## config.mk

```make
export PLATFORM = sky130hd
export DESIGN_NAME = nbw_out_stage
export DESIGN_NICKNAME = d
export VERILOG_FILES = /design/src/hw/rtl/nbw_pkg.sv /design/src/hw/rtl/nbw_out_stage.sv
export SDC_FILE = /design/constraint.sdc
export NUM_CORES = 1
export LEC_CHECK = 0
export BUFFER_PORTS_ARGS = -buffer_cell sky130_fd_sc_hd__buf_2
export CORE_MARGIN = 4
export CORE_UTILIZATION = 45
export CTS_CLUSTER_SIZE = 28
export DETAILED_ROUTE_END_ITERATION = 7
export GPL_TIMING_DRIVEN = 0
export PLACE_DENSITY = 0.59
export SLEW_MARGIN = 20
export SYNTH_ARGS = -nofsm -noshare
export SYNTH_HDL_FRONTEND = slang
export SYNTH_SLANG_ARGS = --single-unit
```

## constraint.sdc

```tcl
create_clock -name clk -period 13.15 [get_ports clk]
set_input_delay 0 -clock clk [delete_from_list [all_inputs] [get_ports clk]]
set_output_delay 0 -clock clk [all_outputs]
set_load 0.02 [all_outputs]
```

## src/hw/rtl/nbw_pkg.sv

```systemverilog
`timescale 1ns / 1ps

package nbw_pkg;

    // geometry limits of the line store and the row counter
    localparam int NBW_MAX_COLS = 2048;
    localparam int NBW_MAX_ROWS = 4096;

    // neighbour order, also the order of the weights in a result beat
    localparam int NUM_NB      = 4;
    localparam int NB_LEFT     = 0;
    localparam int NB_UP_LEFT  = 1;
    localparam int NB_UP       = 2;
    localparam int NB_UP_RIGHT = 3;

    localparam int PIX_W = 24;
    localparam int WGT_W = 24;
    localparam int G_W   = 33;

    // exponential lane: distance, beta product, series steps, final add,
    // squarings, rounding, gamma product
    localparam int SERIES_STEPS = 11;
    localparam int SQUARINGS    = 5;
    localparam int LANE_LAT     = 2 + 3 * SERIES_STEPS + 1 + SQUARINGS + 2;

    // front register, lane, two scaling stages, output register and skid
    localparam int FLIGHT_MAX = 1 + LANE_LAT + 2 + 2;

    // register reset values
    localparam logic [23:0] BETA_RESET   = 24'd0;
    localparam logic [15:0] GAMMA_RESET  = 16'd12800;
    localparam logic [11:0] WIDTH_RESET  = 12'd640;
    localparam logic [12:0] HEIGHT_RESET = 13'd480;

    // exp(-x) is taken as zero from x = 17.0 on (upper bits of the Q.24 product)
    localparam logic [17:0] X_LIMIT_HI    = 18'd17;
    localparam logic [30:0] Q30_ONE       = 31'h4000_0000;
    localparam logic [30:0] E_ROUND       = 31'd8192;
    localparam logic [15:0] INV_SQRT2_Q16 = 16'd46341;

    typedef enum logic [1:0] {
        CFG_BETA   = 2'd0,
        CFG_GAMMA  = 2'd1,
        CFG_WIDTH  = 2'd2,
        CFG_HEIGHT = 2'd3
    } cfg_index_t;

    // one pixel and one of its neighbours, as handed to an exponential lane
    typedef struct packed {
        logic             valid;
        logic             present;
        logic [PIX_W-1:0] pix_a;
        logic [PIX_W-1:0] pix_b;
    } nb_pair_t;

    // context carried through the series and squaring stages
    typedef struct packed {
        logic        valid;
        logic        present;
        logic        zero;
        logic [29:0] y;
        logic [30:0] s;
        logic [29:0] val;
        logic [29:0] aux;
    } series_ctx_t;

    // one result beat
    typedef struct packed {
        logic                          last;
        logic [NUM_NB-1:0][WGT_W-1:0]  w;
    } result_t;

    // floor(2^32 / k) for the series divisors
    function automatic logic [31:0] recip_q32(input int k);
        logic [31:0] r;
        begin
            case (k)
                2:       r = 32'h8000_0000;
                3:       r = 32'h5555_5555;
                4:       r = 32'h4000_0000;
                5:       r = 32'h3333_3333;
                6:       r = 32'h2AAA_AAAA;
                7:       r = 32'h2492_4924;
                8:       r = 32'h2000_0000;
                9:       r = 32'h1C71_C71C;
                10:      r = 32'h1999_9999;
                11:      r = 32'h1745_D174;
                12:      r = 32'h1555_5555;
                default: r = 32'h0;
            endcase
            return r;
        end
    endfunction

    // clamp a rounded weight to 24 bits
    function automatic logic [WGT_W-1:0] sat24(input logic [25:0] v);
        logic [WGT_W-1:0] r;
        begin
            if (|v[25:24])
                r = {WGT_W{1'b1}};
            else
                r = v[WGT_W-1:0];
            return r;
        end
    endfunction

endpackage

```

## src/hw/rtl/nbw_out_stage.sv

```systemverilog
`timescale 1ns / 1ps

module nbw_out_stage
    import nbw_pkg::*;
(
    input  logic                             clk,
    input  logic                             rst_n,
    input  logic                             in_valid,
    input  logic [NUM_NB-1:0][G_W-1:0]       g,
    input  logic                             in_last,
    output logic                             en,
    output logic                             m_axis_tvalid,
    input  logic                             m_axis_tready,
    output logic [NUM_NB*WGT_W-1:0]          m_axis_tdata,
    output logic                             m_axis_tlast
);

    // straight lanes are even, diagonal lanes odd
    localparam int HALF = NUM_NB / 2;

    logic                   w1_valid_reg, w1_last_reg;
    logic [WGT_W-1:0]       w1_straight_reg [HALF];
    logic [48:0]            w1_prod_reg [HALF];
    logic [33:0]            st_sum [HALF];
    logic [48:0]            dg_prod [HALF];

    logic                   w2_valid_reg;
    result_t                w2_reg;
    logic [49:0]            dg_sum [HALF];

    logic                   out_valid_reg, out_valid_next;
    result_t                out_reg, out_next;
    logic                   skid_valid_reg, skid_valid_next;
    result_t                skid_reg, skid_next;
    logic                   pop, incoming;

    assign en = !skid_valid_reg;

    // straight rounding, diagonal scale product
    always_comb
    begin
        for (int j = 0; j < HALF; j++)
        begin
            st_sum[j]  = {1'b0, g[2*j]} + 34'd128;
            dg_prod[j] = g[2*j+1] * INV_SQRT2_Q16;
        end
    end

    always_ff @(posedge clk or negedge rst_n)
    begin
        if (!rst_n)
        begin
            w1_valid_reg <= 1'b0;
            w2_valid_reg <= 1'b0;
        end
        else if (en)
        begin
            w1_valid_reg <= in_valid;
            w2_valid_reg <= w1_valid_reg;
        end
    end

    // diagonal rounding
    always_comb
    begin
        for (int j = 0; j < HALF; j++)
            dg_sum[j] = {1'b0, w1_prod_reg[j]} + 50'd8388608;
    end

    always_ff @(posedge clk)
    begin
        if (en)
        begin
            w1_last_reg <= in_last;
            w2_reg.last <= w1_last_reg;
            for (int j = 0; j < HALF; j++)
            begin
                w1_straight_reg[j] <= sat24(st_sum[j][33:8]);
                w1_prod_reg[j]     <= dg_prod[j];
                w2_reg.w[2*j]      <= w1_straight_reg[j];
                w2_reg.w[2*j+1]    <= sat24(dg_sum[j][49:24]);
            end
        end
    end

    // output register with skid entry
    assign pop      = out_valid_reg && m_axis_tready;
    assign incoming = en && w2_valid_reg;

    always_comb
    begin
        out_valid_next  = out_valid_reg;
        out_next        = out_reg;
        skid_valid_next = skid_valid_reg;
        skid_next       = skid_reg;
        if (skid_valid_reg)
        begin
            if (pop)
            begin
                out_next        = skid_reg;
                skid_valid_next = 1'b0;
            end
        end
        else if (incoming)
        begin
            if (!out_valid_reg || pop)
            begin
                out_valid_next = 1'b1;
                out_next       = w2_reg;
            end
            else
            begin
                skid_valid_next = 1'b1;
                skid_next       = w2_reg;
            end
        end
        else if (pop)
        begin
            out_valid_next = 1'b0;
        end
    end

    always_ff @(posedge clk or negedge rst_n)
    begin
        if (!rst_n)
        begin
            out_valid_reg  <= 1'b0;
            skid_valid_reg <= 1'b0;
        end
        else
        begin
            out_valid_reg  <= out_valid_next;
            skid_valid_reg <= skid_valid_next;
        end
    end

    always_ff @(posedge clk)
    begin
        out_reg  <= out_next;
        skid_reg <= skid_next;
    end

    assign m_axis_tvalid = out_valid_reg;
    assign m_axis_tdata  = out_reg.w;
    assign m_axis_tlast  = out_reg.last;

endmodule

```

### Word-level counts from Yosys, hierarchy flattened

Memories as Yosys holds them, arrays and structs flattened. A register that Yosys moved wholly into a read port is not among the register bits.
Index checks and enable logic that the tools add are counted.

| storage, ports and cells | value |
|---|---|
| bits in registers | 248 |
| memory bits (writable) | 146 |
| bits of input ports | 137 |
| output and inout port bits | 99 |
| word-level logic and storage cells | 63 |
| memories kept | 2 |

| cells by class | value |
|---|---|
| add/subtract/negate cells | 4 |
| multipliers | 2 |
| equality and inequality tests | 2 |
| multiplexer cells | 16 |
| bitwise operators | 2 |
| reductions and logical operators | 17 |

Memories:

| name | words | width | rd ports | clocked after memory_dff | write ports | RTL line | text |
|---|---|---|---|---|---|---|---|
| w1_prod_reg | 2 | 49 | 2 | 0 | 2 | nbw_out_stage.sv:23 | `logic [48:0] w1_prod_reg [HALF];` |
| w1_straight_reg | 2 | 24 | 2 | 2 | 2 | nbw_out_stage.sv:22 | `logic [WGT_W-1:0] w1_straight_reg [HALF];` |

Operators with widths:

| kind | number |
|---|---|
| 97-bit two-way mux | 4 |
| 49-bit by 24-bit adder with 50-bit output, second input constant | 2 |
| 33-bit by 16-bit multiplier with 49-bit output, second input constant | 2 |
| 24-bit two-way mux | 4 |
| 33-bit by 8-bit adder with 34-bit output, second input constant | 2 |
| 3-bit AND reduction | 3 |
| 1-bit two-way mux | 8 |
| 2-bit OR reduction | 4 |
| 2-bit nonzero test | 3 |
| 1-bit zero test | 4 |
| 2-bit by 1-bit != test with 1-bit output, second input constant | 2 |
| 1-bit logical AND | 2 |
| 1-bit inverter | 2 |
| 1-bit logical OR | 1 |

### Depth between registers and ports, before layout

| logic depth | value |
|---|---|
| word-level depth | 5 |
| depth in mapped cells | 21 |
| gate-level depth less buffers | 21 |

### Least setup slack after synthesis

No wires, ideal clock.

| timing | value |
|---|---|
| kind | register -> register |
| from | register skid_valid_reg |
| to | register out_reg, in the netlist m_axis_tdata[0] (enable) |
| library setup time | 0.584 ns |
| arrival | 9.987 ns |
| required time | 12.566 ns |
| path slack | 2.579 ns |
| stages on the path, launching flop included | 6 |
| buffers on the path | 2 |
| clock period less this slack | 10.571 ns |
| cells stage by stage | dfrtp_1 -> clkbuf_1 -> clkbuf_1 -> inv_1 -> nand2_1 -> a21oi_1 |

| between the ends | value |
|---|---|
| longest elaborated chain between the ends | 4 |
| elaborated cells on any way between the ends | 6 |
| those cells by class | eq/ne (1); reduce/logical (5) |

RTL lines:

| item | RTL line | text |
|---|---|---|
| start: declaration | nbw_out_stage.sv:33 | `logic skid_valid_reg, skid_valid_next;` |
| start signal: assignment | nbw_out_stage.sv:133 | `skid_valid_reg <= skid_valid_next;` |
| 1-bit zero test | nbw_out_stage.sv:37 | `assign en = !skid_valid_reg;` |
| net en | nbw_out_stage.sv:11 | `output logic en,` |
| 1-bit logical AND | nbw_out_stage.sv:88 | `assign incoming = en && w2_valid_reg;` |
| 2-bit nonzero test (no source line) | -- |  |
| 3-bit AND reduction (no source line) | -- |  |
| end signal: assignment | nbw_out_stage.sv:139 | `out_reg <= out_next;` |
| end: declaration | nbw_out_stage.sv:32 | `result_t out_reg, out_next;` |

The timed path passes the listed nets, and every way through them passes these cells.
A chain may end at the register's enable or synchronous reset.

==> out/results.md <==
• outcome: completed
• Tcrit/Tclk final: 40.94%
• cell area after synthesis: 30860 um^2
• Final Slew Violations: 0
• most frequent cells in the layout: inv_1, ha_1, edfxtp_1, fa_1, buf_2
• H-tree levels: 2
• Synth Flop Type: edfxtp_1
• TNS Setup: 0 ps
• overflow left after global routing: 0
• setup repair after global routing missed its margin: false
• number of antenna violations at the first check in global routing: 0
• vias in the first global route: 21006
• post-layout util: 52.24%
• Die Span Y: 269.9 um
• number of clock sinks: 396
• maximum operating frequency: 185.7 MHz
• Std-Cell Rows: 95
• CP required: 13420 ps
• CP delay by family, top: adder cells
• clock slew at reported path FFs: 60 ps
• synth-to-layout area growth: 14.48%
• Chip Width: 269.9 um
• async set or reset register ratio after synthesis: 1.010%
• # DRC: 0
• Setup crit end kind: flip-flop
• DPL Wire Length: 54.22 mm
• Final Hold Vio Count: 0
• mean number of vias per cell: 5.104
• post-synth cell types: 60
• number of gates resized after CTS: 0
• net count reported at finish: 3773
• final setup margin: 7766 ps
• CTS Root Cell: clkbuf_16
• critical setup path kind: in2reg
• clock tree skew after final layout: 20.13 ps
• Total Die Area: 72840 um^2
• cell count after synthesis: 2621
• number of synthesis warnings: 0
• kind of start point of the critical path: primary input
• maximum clock path buffer count: 3
• global-route wire length before repair: 110.0 mm
• CTS tree: done
• initial standard-cell utilization of the core: 45.64%
• cell mode on critical path: fa_1
• flip-flop and latch count after synthesis: 396
• Worst path slowest cell: fa_1
• worst setup slack before clock tree synthesis: 7201 ps
• Core Footprint: 67630 um^2
• mean area per synthesized cell: 11.78 um^2
• crit-path max cell delay: 500 ps
• DRT Wirelength: 66.23 mm
• class of the tightest hold or removal check: in2reg
• DRC violation total after the first TritonRoute iteration: 1120
• Top Ports: 236
• Critical path buffers and inverters: 3
• number of inserted filler cells in the final layout: 5882
• maximum number of pins on one net before global-route repair: 103
• most common cell after layout, fill and taps aside: inv_1
• share of post-route cells with drive strength above 1: 13.37%
• post-layout minimum cycle time: 5384 ps
• final-report setup violation count: 0
• Antenna Nets Post-Route: 0
• WL/cell: 17.07 um
• number of synthesized flops with an enable pin: 392
• number of nets in the synthesized netlist: 3417
• arrival time reported for the critical path endpoint: 5650 ps
• largest fanout on the critical path: 6
• routability congestion estimate from global placement: 0.8833
• Rel. slew slack: 47.74%
• later-pin clock latency in the skew report: 530 ps
• Buffers on Ports: 221
• CP Cell Sequence: buf_2, ha_1, xor2_1, ha_1, a21o_1, fa_1, inv_1, fa_1, fa_1, fa_1, inv_1, ha_1, a21o_1, a311oi_1, o211ai_1, o311a_1, a221o_1, nand4_2, a2111oi_2, a2111oi_4, xnor2_1
• TritonCTS buffer count: 39
• post-CTS setup buffers: 0
• actual transition at the worst max-transition pin: 783.8 ps
• number of iterations in the first detailed-routing pass: 5
• Total Routing Usage GR: 18.13%
• vias after detailed routing: 19808
• number of max-cap violations: 0
• share of the yosys chip area belonging to registers: 38.46%
## cell usage after synthesis, types with 35 or more instances
master	instances	area share, %
mux2_2	99	3.6
nor2_1	72	0.88
nand2_1	186	2.3
fa_1	240	16
clkbuf_1	35	0.43
a21oi_1	85	1.4
inv_1	455	5.5
nand3_1	45	0.73
o21ai_0	56	0.91
a21o_1	64	1.6
edfxtp_1	392	38
ha_1	419	17
nand4_1	48	0.97
and2_1	45	0.91
xor2_1	127	3.6
xnor2_1	74	2.1
## worst min-delay path: cells and delay by family
family	cells	cell delay (ps)
buffers and inverters	1	120
multiplexers	1	200
AND/OR/NAND/NOR	1	130
## layout make-up
class	count	area, um^2	area share, %
diodes	1	2.502	0.007082
plain buffers	38	142.6	0.4037
clock buffers	50	1039	2.939
clock inverters	21	147.6	0.4178
inverters	455	1715	4.855
multi-input cells	1732	17160	48.56
flip-flops and latches	396	11870	33.60
well taps	873	1092	3.091
repair buffers	315	2165	6.126
## final timing paths
kind	from	cells past startpoint	slack, ps	end
max reg2reg	skid_valid_reg	7	9840	skid_reg[24]
max	g[34]	21	7770	w1_prod_reg[0][46]
max in group asynchronous	rst_n	3	12630	w1_valid_reg
min	g[32]	3	40	w1_straight_reg[0][21]
min in group asynchronous	rst_n	3	350	w2_valid_reg
min reg2reg	w1_straight_reg[1][6]	0	420	w2_reg[54]
## layer usage
metal / vias to the layer above / GRT usage (%) / share of wire [%]
li1: 9646 / - / -
met1: 9678 / 25.86 / 47
met2: 421 / 30.70 / 48
met3: 63 / 1.892 / 4.2
met4: 0 / 2.877 / 1.2
met5: - / 0 / 0
## repair_timing
action / 4_1_cts / 5_1_grt
endpoints found under the hold margin: 56 / 0
endpoints found under the setup margin: 0 / 0
hold buffers: 85 / 0
## stage by stage
stage | hold WS, ps | cell area [um^2] | instances
2_1_floorplan | -295.6 | 30860 | 2621
3_3_place_gp | -195.7 | 33060 | 3715
3_5_place_dp | -191.8 | 33290 | 3724
4_1_cts | 9.339 | 35330 | 3880
5_1_grt | 47.57 | 35330 | 3880
6_report | 37.07 | 35330 | 3881
## kinds of logic after synthesis
kind of cell | synth area share, %
AO/OA/AOI/OAI | 5.992
AND/OR/NAND/NOR | 7.520
multiplexers | 3.774
flip-flops | 38.46
XOR/XNOR | 5.704
buffers and inverters | 5.996
adder cells (fa/ha/maj) | 32.55
Power is not shown: default switching activity piles up to over one toggle a cycle in this logic, so the estimate is an artifact.
